==> src/font_text_to_page_framebuffer_defines.svh <==
// ----------------------------------------------------------------------------
// Font text to page framebuffer: assertion macros
// Shared assertion forms for the character generator. They expand to nothing
// when SYNTHESIS is defined.
// ----------------------------------------------------------------------------
`ifndef FONT_TEXT_TO_PAGE_FRAMEBUFFER_DEFINES_SVH
`define FONT_TEXT_TO_PAGE_FRAMEBUFFER_DEFINES_SVH

`ifndef SYNTHESIS
`define FTTP_ASSERT_SAME(lbl, ante, cons) \
    lbl: assert property (@(posedge i_clk) disable iff (!i_rst_n) (ante) |-> (cons)) \
        else $error("fttp: same-cycle check failed");
`define FTTP_ASSERT_NEXT(lbl, ante, cons) \
    lbl: assert property (@(posedge i_clk) disable iff (!i_rst_n) (ante) |=> (cons)) \
        else $error("fttp: next-cycle check failed");
`else
`define FTTP_ASSERT_SAME(lbl, ante, cons)
`define FTTP_ASSERT_NEXT(lbl, ante, cons)
`endif

`endif

==> src/fttp_pkg.sv <==
// ----------------------------------------------------------------------------
// Font text to page framebuffer package
// Geometry, display command codes and the command and status groups that join
// the controller to the datapath.
// ----------------------------------------------------------------------------
package fttp_pkg;

    localparam int COLUMNS     = 128;
    localparam int FONT_DEPTH  = 4096;
    localparam int GLYPH_BYTES = 25;
    localparam int GLYPH_COLS  = 12;
    localparam int FIRST_CODE  = 32;
    localparam int PAGES       = 4;

    localparam int FRAME_BYTES = PAGES * COLUMNS;
    localparam int FRAME_AW    = $clog2(FRAME_BYTES);
    localparam int FONT_AW     = $clog2(FONT_DEPTH);
    localparam int BASE_W      = $clog2(FONT_DEPTH + 256 * GLYPH_BYTES + 1);
    localparam int POS_W       = $clog2(COLUMNS + 3);
    localparam int STEP_W      = $clog2(GLYPH_BYTES + 1);
    localparam int COL_W       = 9;
    localparam int CALC_W      = FRAME_AW + COL_W;

    localparam logic [7:0] CMD_COL_LO = 8'h00;
    localparam logic [7:0] CMD_COL_HI = 8'h10;
    localparam logic [7:0] CMD_PAGE   = 8'hB0;

    typedef logic [FRAME_AW-1:0] t_frame_addr;
    typedef logic [FONT_AW-1:0]  t_font_addr;
    typedef logic [BASE_W-1:0]   t_base;
    typedef logic [POS_W-1:0]    t_pos;
    typedef logic [STEP_W-1:0]   t_step;
    typedef logic [COL_W-1:0]    t_col;
    typedef logic [CALC_W-1:0]   t_calc;

    typedef enum logic [1:0] {
        KIND_FONT_WR = 2'd0,
        KIND_RENDER  = 2'd1,
        KIND_PULL    = 2'd2,
        KIND_CLEAR   = 2'd3
    } t_kind;

    typedef struct packed {
        logic font_wr;
        logic render_setup;
        logic render_step;
        logic pull_rd;
        logic pull_out;
        logic clear_start;
        logic clear_step;
    } t_cmd;

    typedef struct packed {
        logic glyph_ok;
        logic render_done;
        logic clear_done;
        logic fl_last;
        logic out_free;
    } t_sts;

endpackage

==> src/fttp_ctrl.sv <==
// ----------------------------------------------------------------------------
// Font text to page framebuffer controller
// Sequences font writes, glyph rendering, flush pulls and the frame clearing
// pass, and drives the input stall.
// ----------------------------------------------------------------------------
module fttp_ctrl (
    input  logic             i_clk,
    input  logic             i_rst_n,
    input  logic             i_in_valid,
    input  logic [1:0]       i_kind,
    output logic             o_in_stall,
    input  fttp_pkg::t_sts   i_sts,
    output fttp_pkg::t_cmd   o_cmd
);

    typedef enum logic [1:0] {
        S_CLEAR,
        S_IDLE,
        S_RENDER,
        S_PULL
    } t_state;

    t_state r_state;
    t_state n_state;
    logic   r_in_stall;

    always_comb begin
        n_state = r_state;
        o_cmd   = '0;
        case (r_state)
            S_CLEAR: begin
                o_cmd.clear_step = 1'b1;
                if (i_sts.clear_done) begin
                    n_state = S_IDLE;
                end
            end
            S_IDLE: begin
                if (i_in_valid) begin
                    case (fttp_pkg::t_kind'(i_kind))
                        fttp_pkg::KIND_FONT_WR: begin
                            o_cmd.font_wr = 1'b1;
                        end
                        fttp_pkg::KIND_RENDER: begin
                            o_cmd.render_setup = 1'b1;
                            if (i_sts.glyph_ok) begin
                                n_state = S_RENDER;
                            end
                        end
                        fttp_pkg::KIND_PULL: begin
                            o_cmd.pull_rd = 1'b1;
                            n_state       = S_PULL;
                        end
                        fttp_pkg::KIND_CLEAR: begin
                            o_cmd.clear_start = 1'b1;
                            n_state           = S_CLEAR;
                        end
                        default: begin
                            n_state = S_IDLE;
                        end
                    endcase
                end
            end
            S_RENDER: begin
                o_cmd.render_step = 1'b1;
                if (i_sts.render_done) begin
                    n_state = S_IDLE;
                end
            end
            S_PULL: begin
                if (i_sts.out_free) begin
                    o_cmd.pull_out = 1'b1;
                    if (i_sts.fl_last) begin
                        o_cmd.clear_start = 1'b1;
                        n_state           = S_CLEAR;
                    end else begin
                        n_state = S_IDLE;
                    end
                end
            end
            default: begin
                n_state = S_CLEAR;
            end
        endcase
    end

    always_ff @(posedge i_clk) begin
        if (!i_rst_n) begin
            r_state    <= S_CLEAR;
            r_in_stall <= 1'b1;
        end else begin
            r_state    <= n_state;
            r_in_stall <= (n_state != S_IDLE);
        end
    end

    assign o_in_stall = r_in_stall;

endmodule

==> config.mk <==
export PLATFORM = sky130hd
export DESIGN_NAME = fttp_ctrl
export DESIGN_NICKNAME = d
export VERILOG_FILES = /design/src/font_text_to_page_framebuffer_defines.svh /design/src/fttp_pkg.sv /design/src/fttp_ctrl.sv
export SDC_FILE = /design/constraint.sdc
export NUM_CORES = 1
export LEC_CHECK = 0
export CAP_MARGIN = 20
export CORE_AREA = 8 8 45 47
export DETAILED_ROUTE_END_ITERATION = 7
export DIE_AREA = 0 0 53 55
export DONT_BUFFER_PORTS = 1
export PLACE_DENSITY = 0.3
export SETUP_SLACK_MARGIN = 0.15
export SYNTH_ARGS = -nofsm -noshare
export SYNTH_HDL_FRONTEND = slang
export SYNTH_SLANG_ARGS = --single-unit
==> constraint.sdc <==
create_clock -name i_clk -period 2.2 [get_ports i_clk]
set_clock_uncertainty 0.15 [all_clocks]
set_input_delay 0.33 -clock i_clk [delete_from_list [all_inputs] [get_ports i_clk]]
set_output_delay 0.33 -clock i_clk [all_outputs]
set_load 0.1 [all_outputs]
### Word-level counts from Yosys, hierarchy flattened

Index checks and enable logic that the tools add are counted.

| operators by class | value |
|---|---|
| multiplexer cells | 23 |
| reduce and logical (&&, ||, !) cells | 2 |
| equal/unequal tests | 7 |

Operators by type and width:

| cell | count |
|---|---|
| $mux 2 | 8 |
| $mux 1 | 12 |
| $eq 2x2->1 const B | 4 |
| $pmux 2 s4 | 1 |
| $pmux 2 s3 | 1 |
| $eq 2x1->1 const B | 2 |
| $logic_not 2->1 | 2 |
| $ne 2x1->1 const B | 1 |
| $pmux 1 s2 | 1 |

| word-level totals | value |
|---|---|
| input port bits | 10 |
| output and inout port bits | 8 |
| word-level logic and storage cells | 34 |
| register bits | 3 |

### Depth between registers and ports, before layout

Gate-level depths: netlist of the first run.

| depth | value |
|---|---|
| depth in word-level cells | 5 |
| depth in mapped cells | 5 |
| depth with buffers taken out | 4 |

### Least setup slack after synthesis of the first run

No wires, ideal clock.

| timing path | value |
|---|---|
| path kind | register to output |
| from | register r_state[0] |
| to | output o_cmd[6] (netlist bit) |
| required time | 1.720 ns |
| cell stages (with the launch flop) | 4 |
| arrival time | 2.576 ns |
| path slack | -0.856 ns |
| path buffers | 1 |
| path through | dfxtp_1 clkbuf_8 nand3b_4 nor3_1 |

RTL lines:

| what | line | text |
|---|---|---|
| from (decl) | fttp_ctrl.sv:23 | `t_state r_state;` |
| from (signal assigned) | fttp_ctrl.sv:91 | `r_state <= n_state;` |
| to (decl) | fttp_ctrl.sv:13 | `output fttp_pkg::t_cmd o_cmd` |

### Worst setup path in the final report of the first run

| timing path | value |
|---|---|
| from | register r_state[0] |
| to | output o_cmd[3] (netlist bit) |

| between the ends | value |
|---|---|
| cells in the longest elaborated chain, start to end | 2 |

RTL lines:

| what | line | text |
|---|---|---|
| $eq 2x1->1 | fttp_ctrl.sv:30 | `case (r_state)` |
| $mux 1 | fttp_ctrl.sv:30 |  |

Every way passes these cells.

==> results of run 1 <==
## repair_timing
action,4_1_cts,5_1_grt
gates resized for setup,0,1
endpoints found under the hold margin,0,0
setup buffers,0,0
endpoints found under the setup margin,0,1
## routing by layer
layer  GRT usage  share of wire  up-vias
li1            -              -      124
met1      0.0606           0.39      105
met2      0.0703           0.45       12
met3      0.0267           0.15        0
met4      0.0517              0        0
met5           0              0        -
## kinds of logic (layout without fill, tap and decap cells)
logic type,after synthesis,count (layout)
buf+inv,3,13
flops,3,3
compound gates,7,7
mux,1,1
simple gates,13,13
## sequential cells by signal, summed over array words and instances (netlist names)
name	flops
o_in_stall	1
r_state	2
## worst max-delay path by stage
stage	from	end	slack [ps]
after global placement	r_state[0]$_SDFF_PN0_	o_cmd[3]	500
after floorplan	r_state[0]$_SDFF_PN0_	o_cmd[6]	-20
after global routing	r_state[0]$_SDFF_PN0_	o_cmd[3]	160
final	r_state[0]$_SDFF_PN0_	o_cmd[3]	240
after CTS	r_state[0]$_SDFF_PN0_	o_cmd[3]	230
after detailed placement	r_state[0]$_SDFF_PN0_	o_cmd[3]	480
## critical path, delay by kind of cell (launching register included)
kind,cells,cell delay [ps]
simple gates,2,380
flops,1,550
buf+inv,1,320
## cell usage after synthesis, drive strengths merged
library cell	instances	share of area
nand3	1	0.020
and2	1	0.026
and3	1	0.031
o21bai	1	0.031
dfxtp	3	0.24
o21ai	1	0.020
mux2i	1	0.041
nand4	1	0.026
a31oi	1	0.026
o311ai	1	0.036
clkbuf	1	0.056
o211ai	1	0.031
nand2	2	0.031
a221oi	1	0.061
inv	2	0.031
o31ai	1	0.031
nor3b	2	0.10
nor2	2	0.031
nand3b	1	0.082
nor2b	1	0.026
nor3	1	0.020
## cell type report
type	count	share of cell area
Sequential cell	3	0.164
Tap cell	16	0.0537
Timing Repair Buffer	7	0.174
Inverter	2	0.0201
Multi-Input combinational cell	21	0.517
Clock buffer	4	0.0705
## per-stage QoR
stage          TNS (ps)  total power, W   util  std cells
4_1_cts               0        0.000247  0.269         53
3_3_place_gp          0        0.000149  0.250         49
3_5_place_dp          0        0.000149  0.250         49
5_1_grt               0        0.000260  0.269         53
6_report              0        0.000241  0.269         53
2_1_floorplan     -22.9        0.000137      -         27
## report_power, final
| group | internal (W) | total (W) | switching [W] |
|---|---|---|---|
| Combinational | 0.0000223 | 0.0000813 | 0.0000591 |
| Clock | 0.0000678 | 0.0000935 | 0.0000257 |
| Sequential | 0.0000591 | 0.0000663 | 0.00000719 |
| Total | 0.000149 | 0.000241 | 0.0000920 |
==> out/qor.yml, run 1 <==
clock_tree:
  cts_tree: "built"
  cts_buffers: 3
  cts_hold_buffers: 0
  htree_levels: 1
  cts-root-buf: "clkbuf_4"
  clkSlewWorstSetupHoldPaths_ps: 40
  clk_latency_ps: 230
  cts.sink_count: 3
  clk_path_buf_depth: 2
route:
  drc: 0
  drt_iter0_drc: 1
  viasPerCell: 4.55
  vias: 241
  drt-total-wl_um: 729
  drt_pass1_iterations: 2
  wl_per_cell_um: 13.8
  antenna_left: 0
worst_setup_path:
  rr_worst_depth: 5
  end_kind: "output port"
  reg2reg_slack_ps: 550
  max_stage_delay_ps: 550
  slowest_stage: "dfxtp_1"
  critPathArrivalTime_ps: 1480
  path_cells: "nand3b_4, nor3b_4, buf_4"
  path_max_fanout: 10
  path_class: "reg -> out"
  worstPathRequired_ps: 1720
  timing.rr.start: "r_state[0]$_SDFF_PN0_"
  reg2reg_to: "r_state[1]$_SDFF_PN0_"
  start_kind: "flip-flop"
timing:
  timing.final.ws_setup_ps: 244
  setup_viol: 0
  finalMaxSlewViolations: 0
  maxSlewHeadroom: 0.667
  finalHoldViolCount: 0
  fin_crit_ps: 1960
  period_share: 0.889
  timing.hold.ws_ps: 86.3
  tightest_slew_ps: 503
  grt_setup_unrepaired: "no"
  timing.fmax_mhz: 511
global_route:
  grt_pass1_vias: 265
  grt.overflow.total: 0
  grt_antenna_before_repair: 0
  grt_pass1_wl_mm: 1.15
  grt_max_degree: 11
  grt_use_total: 0.0535
flow_run:
  maxCapViolations: 0
yosys:
  yosys.area_share.adder: 0
  synth_compound_area_frac: 0.235
  synth_top_family_by_area: "simple AND/OR/NAND/NOR gates"
  synth_xor_xnor_area_share: 0
  synth_mux_area_frac: 0.0408
  synth_cells: 27
  synth_cell_types: 21
  ys_seq_elements: 3
  postSynthAreaPerCell_um2: 9.08
  yosysWarnings: 0
  netlist_area_um2: 245
  yosysSeqAreaShare: 0.245
  synth-simple-area-share: 0.393
  syn_nets: 37
final_layout:
  num-fill-cells: 145
  diodes: 0
  drive_above_1_share: 0.514
  final_nets: 48
  mostFrequentLayoutCell: "buf_4"
  multiInputGateArea_um2: 193
  final_cell_mix: "buf_4 (6), clkbuf_4 (3)"
  seq_area_um2: 61.3
  syn_to_final_growth_pct: 52.0
  final_cell_area_um2: 373
placed_design:
  dp_slack_ps: 482
  place_congestion: 0.624
  post_dp_cell_area_um2: 345
  io_buffer_count: 0
  dp_hpwl_um: 628
floorplan:
  die_x_um: 53
  fp.dieH_um: 55
  dieArea_um2: 2920
  ios: 18
  rows: 14
  floorplan.initialDensity: 0.177
  coreArea_um2: 1380
hold_path:
  min_to: "r_state[1]$_SDFF_PN0_"
  min_path_cells: 1
  hp-start: "i_rst_n"
  hp-class: "in -> reg"
power_and_ir_drop:
  vdd_ir_drop_max_uv: 157
  p_leak_nw: 0.158
  power_density_nw_per_um2: 647
run_status:
  status: "finished, final reports clean"
(Power assumes the default switching activity.)
==> inputs of run 2 (changes only) <==
--- a/config.mk
+++ b/config.mk
@@ -10,6 +10,7 @@
 export DETAILED_ROUTE_END_ITERATION = 7
 export DIE_AREA = 0 0 53 55
 export DONT_BUFFER_PORTS = 1
+export HOLD_SLACK_MARGIN = 0.15
 export PLACE_DENSITY = 0.3
 export SETUP_SLACK_MARGIN = 0.15
 export SYNTH_ARGS = -nofsm -noshare
==> constraint.sdc (replaced) <==
create_clock -name i_clk -period 2.2 [get_ports i_clk]
set_clock_uncertainty 0.15 [all_clocks]
set_input_delay 0.66 -clock i_clk [delete_from_list [all_inputs] [get_ports i_clk]]
set_output_delay 0.66 -clock i_clk [all_outputs]
set_load 0.1 [all_outputs]
==> run 2 against run 1 <==
Net effect:
- highest routed layer unchanged
- combinational power grew 14%
- largest cell class unchanged
- total power grew 3.7%
- non-clock buffer count grew 2
- via count grew 2.1%
- register-to-register slack gained 240 ps
==> out/qor.yml, run 2 (synthesis gave the netlist of run 1 again) <==
global_route:
  grt_pass1_wl_mm: 1.15  # about the same
  grt_pass1_vias: 253  # was 265
  grt.overflow.total: 0  # unchanged
  grt_max_degree: 7  # was 11
  grt_antenna_before_repair: 0  # unchanged
  grt_use_total: 0.0574  # was 0.0535
timing:
  setup_viol: 0  # unchanged
  maxSlewHeadroom: 0.771  # was 0.667
  period_share: 0.918  # was 0.889
  timing.hold.ws_ps: 411  # was 86.3 ps
  timing.final.ws_setup_ps: 180  # was 244 ps
  grt_setup_unrepaired: "yes"  # was no
  finalHoldViolCount: 0  # unchanged
  tightest_slew_ps: 339  # was 503 ps
  fin_crit_ps: 2020  # was 1960 ps
  finalMaxSlewViolations: 0  # unchanged
  timing.fmax_mhz: 495  # was 511 MHz
clock_tree:
  cts-root-buf: "clkbuf_4"  # unchanged
  clkSlewWorstSetupHoldPaths_ps: 30  # was 40 ps
  htree_levels: 1  # unchanged
  clk_latency_ps: 230  # about the same
  clk_path_buf_depth: 2  # unchanged
  cts.sink_count: 3  # unchanged
  cts_buffers: 3  # unchanged
  cts_tree: "built"  # unchanged
  cts_hold_buffers: 0  # unchanged
final_layout:
  final_cell_area_um2: 454  # was 373 µm²
  drive_above_1_share: 0.615  # was 0.514
  diodes: 0  # unchanged
  fin_cells: 55  # was 53
  mostFrequentLayoutCell: "buf_12"  # was buf_4
  final_nets: 50  # was 48
  finish.utilization: 0.328  # was 0.269
  final_cell_mix: "buf_12 (5), buf_4 (4), clkbuf_4 (3)"  # was buf_4 (6), clkbuf_4 (3)
  top_register: "r_state"  # unchanged
  largest_register_ffs: 2  # unchanged
  syn_to_final_growth_pct: 85.2  # was 52.0%
route:
  drt_iter0_drc: 3  # was 1
  antenna_left: 0  # unchanged
  viasPerCell: 4.47  # was 4.55
  drc: 0  # unchanged
  drt-total-wl_um: 749  # was 729 µm
  drt_pass1_iterations: 2  # unchanged
  vias: 246  # was 241
  wl_per_cell_um: 13.6  # was 13.8 µm
power_and_ir_drop:
  p_clk_frac: 0.374  # was 0.388
  switching_share: 0.380  # was 0.381
  intPower_w: 0.000155  # was 0.000149 W
  vdd_ir_drop_max_uv: 185  # was 157 µV
  seqPwrFrac: 0.255  # was 0.275
  power_density_nw_per_um2: 551  # was 647 nW/µm²
  p_leak_nw: 0.184  # was 0.158 nW
  switching_power_w: 0.0000950  # was 0.0000920 W
  comb_power_share: 0.371  # was 0.337
worst_setup_path:
  worstPathRequired_ps: 1390  # was 1720 ps
  rr_worst_depth: 5  # unchanged
  end_kind: "output port"  # unchanged
  timing.rr.start: "r_state[1]$_SDFF_PN0_"  # was r_state[0]$_SDFF_PN0_
  path_max_fanout: 3  # was 10
  path_class: "reg -> out"  # unchanged
  reg2reg_to: "o_in_stall$_SDFF_PN1_"  # was r_state[1]$_SDFF_PN0_
  start_kind: "flip-flop"  # unchanged
  reg2reg_slack_ps: 790  # was 550 ps
  critPathArrivalTime_ps: 1210  # was 1480 ps
hold_path:
  min_path_cells: 1  # unchanged
  min_to: "r_state[1]$_SDFF_PN0_"  # unchanged
  hp-start: "i_rst_n"  # unchanged
  hp-class: "in -> reg"  # unchanged
floorplan:
  dieArea_um2: 2920  # unchanged
  coreArea_um2: 1380  # unchanged
  die_x_um: 53  # unchanged
  ios: 18  # unchanged
  fp.dieH_um: 55  # unchanged
  rows: 14  # unchanged
  floorplan.initialDensity: 0.177  # unchanged
placed_design:
  io_buffer_count: 0  # unchanged
  dp_slack_ps: 184  # was 482 ps
  post_dp_cell_area_um2: 410  # was 345 µm²
  place_congestion: 0.678  # was 0.624
  dp_hpwl_um: 640  # was 628 µm
  dp.cells: 50  # was 49
flow_run:
  maxCapViolations: 0  # unchanged
run_status:
  status: "finished, final reports clean"  # unchanged
[run 2: what timing repair did]
action / in CTS / in global routing
buffers inserted: 1 / 0
pin swaps: 2 / 2
resized for setup: 4 / 3
gates cloned: 0 / 0
setup endpoints to repair: 5 / 4
[run 2: worst max path at each step]
stage                     startpoint       end  slack, ps
6_report       r_state[1]$_SDFF_PN0_  o_cmd[5]        180
5_1_grt        r_state[1]$_SDFF_PN0_  o_cmd[5]        130
4_1_cts        r_state[1]$_SDFF_PN0_  o_cmd[5]        150
3_5_place_dp              i_in_valid  o_cmd[3]        180
3_3_place_gp              i_in_valid  o_cmd[3]        180
2_1_floorplan             i_in_valid  o_cmd[3]       -260
[run 2: layer usage]
| layer | global-route usage | share of wire |
|---|---|---|
| met3 | 0.0428 | 0.15 |
| met1 | 0.0486 | 0.34 |
| met4 | 0.0647 | 0 |
| met2 | 0.0820 | 0.51 |
| met5 | 0 | 0 |
[run 2: area by class of cell]
cell class | count | area (µm²)
Fill cell | 161 | 930
Multi-Input combinational cell | 21 | 200
Timing Repair Buffer | 9 | 130
Sequential cell | 3 | 67.6
Clock buffer | 4 | 26.3
Tap cell | 16 | 20.0
Inverter | 2 | 10.0
[run 2: per-stage QoR]
stage	TNS, ps	power, W
after floorplan	-642	0.000140
after CTS	0	0.000255
after global routing	0	0.000268
final	0	0.000250
after detailed placement	0	0.000157
after global placement	0	0.000157
[run 2: power by group through the flow]
stage	Sequential, W	Combinational (W)	Clock [W]
CTS	0.0000640	0.0000936	0.0000978
finish	0.0000638	0.0000929	0.0000934
global route	0.0000648	0.0000980	0.000105
floorplan	0.0000756	0.0000641	0
global placement	0.0000653	0.0000921	0
detailed placement	0.0000657	0.0000917	0
[run 2: critical path, stage by stage, from the launching register on]
cell      delay [ps]
dfxtp_4          350
nand3b_4         200
nor3b_4          230
buf_12           210
==> inputs of run 3 (changes only) <==
--- a/config.mk
+++ b/config.mk
@@ -11,6 +11,7 @@
 export DIE_AREA = 0 0 53 55
 export DONT_BUFFER_PORTS = 1
 export HOLD_SLACK_MARGIN = 0.15
+export MAX_ROUTING_LAYER = met4
 export PLACE_DENSITY = 0.3
 export SETUP_SLACK_MARGIN = 0.15
 export SYNTH_ARGS = -nofsm -noshare
==> run 3 against run 2 <==
Net effect:
- core utilization is the same
- final cell count is the same
- combinational power is essentially flat
- critical path depth is the same
- critical endpoint unchanged
- highest routed layer unchanged
==> out/qor.yml, run 3 (synthesis gave the netlist of run 1 again) <==
run_status:
  status: "finished, final reports clean"  # unchanged
final_layout:
  drive_above_1_share: 0.615  # unchanged
  syn_to_final_growth_pct: 85.2  # unchanged
  top_register: "r_state"  # unchanged
  final_cell_mix: "buf_12 (5), buf_4 (4), clkbuf_4 (3)"  # unchanged
  num-fill-cells: 161  # unchanged
  seq_area_um2: 67.6  # unchanged
  largest_register_ffs: 2  # unchanged
  finish.utilization: 0.328  # unchanged
  final_nets: 50  # unchanged
  multiInputGateArea_um2: 200  # unchanged
  mostFrequentLayoutCell: "buf_12"  # unchanged
  diodes: 0  # unchanged
  fin_cells: 55  # unchanged
global_route:
  grt_antenna_before_repair: 0  # unchanged
  grt_use_total: 0.0591  # was 0.0574
  grt_max_degree: 7  # unchanged
  grt_pass1_wl_mm: 1.15  # unchanged
  grt.overflow.total: 0  # unchanged
  grt_pass1_vias: 252  # was 253
floorplan:
  coreArea_um2: 1380  # unchanged
  fp.dieH_um: 55  # unchanged
  rows: 14  # unchanged
  ios: 18  # unchanged
  floorplan.initialDensity: 0.177  # unchanged
  dieArea_um2: 2920  # unchanged
  die_x_um: 53  # unchanged
worst_setup_path:
  worstPathRequired_ps: 1390  # about the same
  path_cells: "nand3b_4, nor3b_4, buf_12"  # unchanged
  reg2reg_slack_ps: 790  # about the same
  path_delay_family: "simple AND/OR/NAND/NOR gates"  # unchanged
  path_class: "reg -> out"  # unchanged
  max_stage_delay_ps: 350  # about the same
  end_kind: "output port"  # unchanged
  cp_num_buf_inv: 1  # unchanged
  start_kind: "flip-flop"  # unchanged
  path_max_fanout: 3  # unchanged
  slowest_stage: "dfxtp_4"  # unchanged
  critPathArrivalTime_ps: 1210  # about the same
route:
  viasPerCell: 4.47  # unchanged
  antenna_left: 0  # unchanged
  top_layer_used: "met3"  # unchanged
  drt_pass1_iterations: 2  # unchanged
  drt_iter0_drc: 3  # unchanged
  drc: 0  # unchanged
  vias: 246  # unchanged
  wl_met2_um: 382  # unchanged
  wl_met3_um: 106  # was 114 µm
  drt-total-wl_um: 747  # was 749 µm
  wl_per_cell_um: 13.6  # about the same
  met1_length_um: 258  # was 252 µm
clock_tree:
  cts_hold_buffers: 0  # unchanged
  clkSlewWorstSetupHoldPaths_ps: 30  # about the same
  clk_path_buf_depth: 2  # unchanged
  cts_tree: "built"  # unchanged
  htree_levels: 1  # unchanged
  cts_buffers: 3  # unchanged
  cts.sink_count: 3  # unchanged
  clk_latency_ps: 230  # about the same
  cts-root-buf: "clkbuf_4"  # unchanged
timing:
  timing.final.ws_setup_ps: 179  # was 180 ps
  timing.fmax_mhz: 495  # about the same
  timing.hold.ws_ps: 411  # unchanged
  period_share: 0.919  # was 0.918
  setup_viol: 0  # unchanged
  maxSlewHeadroom: 0.771  # unchanged
  finalMaxSlewViolations: 0  # unchanged
  finalHoldViolCount: 0  # unchanged
  tightest_slew_ps: 339  # unchanged
  grt_setup_unrepaired: "yes"  # unchanged
  fin_crit_ps: 2020  # about the same
power_and_ir_drop:
  power_density_nw_per_um2: 551  # about the same
  total_power_w: 0.000250  # about the same
  p_leak_nw: 0.184  # unchanged
  vdd_ir_drop_max_uv: 185  # unchanged
hold_path:
  hp-class: "in -> reg"  # unchanged
placed_design:
  dp_hpwl_um: 640  # unchanged
  dp.cells: 50  # unchanged
  io_buffer_count: 0  # unchanged
  dp_slack_ps: 184  # unchanged
  place_congestion: 0.685  # was 0.678
flow_run:
  maxCapViolations: 0  # unchanged
==> run 3: final timing paths <==
path	start	endpoint	depth (start not counted)
worst max register to register	r_state[1]$_SDFF_PN0_	o_in_stall$_SDFF_PN1_	5
worst max-delay path	r_state[1]$_SDFF_PN0_	o_cmd[5]	3
worst min register to register	r_state[0]$_SDFF_PN0_	r_state[0]$_SDFF_PN0_	2
worst min-delay path	i_rst_n	r_state[1]$_SDFF_PN0_	1
==> run 3: metrics by stage <==
stage | instance area (µm²) | TNS, ps
floorplan | 282 | -642
global placement | 410 | 0
detailed placement | 410 | 0
CTS | 449 | 0
global route | 454 | 0
finish | 454 | 0
==> run 3: routing by layer <==
layer | up-vias | global-route usage
li1 | 127 | -
met1 | 109 | 0.0517
met2 | 10 | 0.0820
met3 | 0 | 0.0374
met4 | 0 | 0.0647
met5 | - | -
==> run 3: final cells by class <==
type | count | share of cell area
flip-flops and latches | 3 | 0.149
well taps | 16 | 0.0441
multi-input cells | 21 | 0.441
inverters | 2 | 0.0220
clock buffers | 4 | 0.0579
repair buffers | 9 | 0.287
==> run 3: repair_timing <==
action	4_1_cts	5_1_grt
buffers inserted	1	0
setup endpoints to repair	5	4
pin swaps	2	2
cloned	0	0
resized for setup	4	3
==> run 3: power breakdown <==
group	switching [W]	leakage, nW	internal [W]	total [W]
combinational	0.0000639	0.142	0.0000289	0.0000929
sequential	0.00000539	0.0262	0.0000584	0.0000638
clock	0.0000256	0.0150	0.0000678	0.0000934
total	0.0000950	0.184	0.000155	0.000250
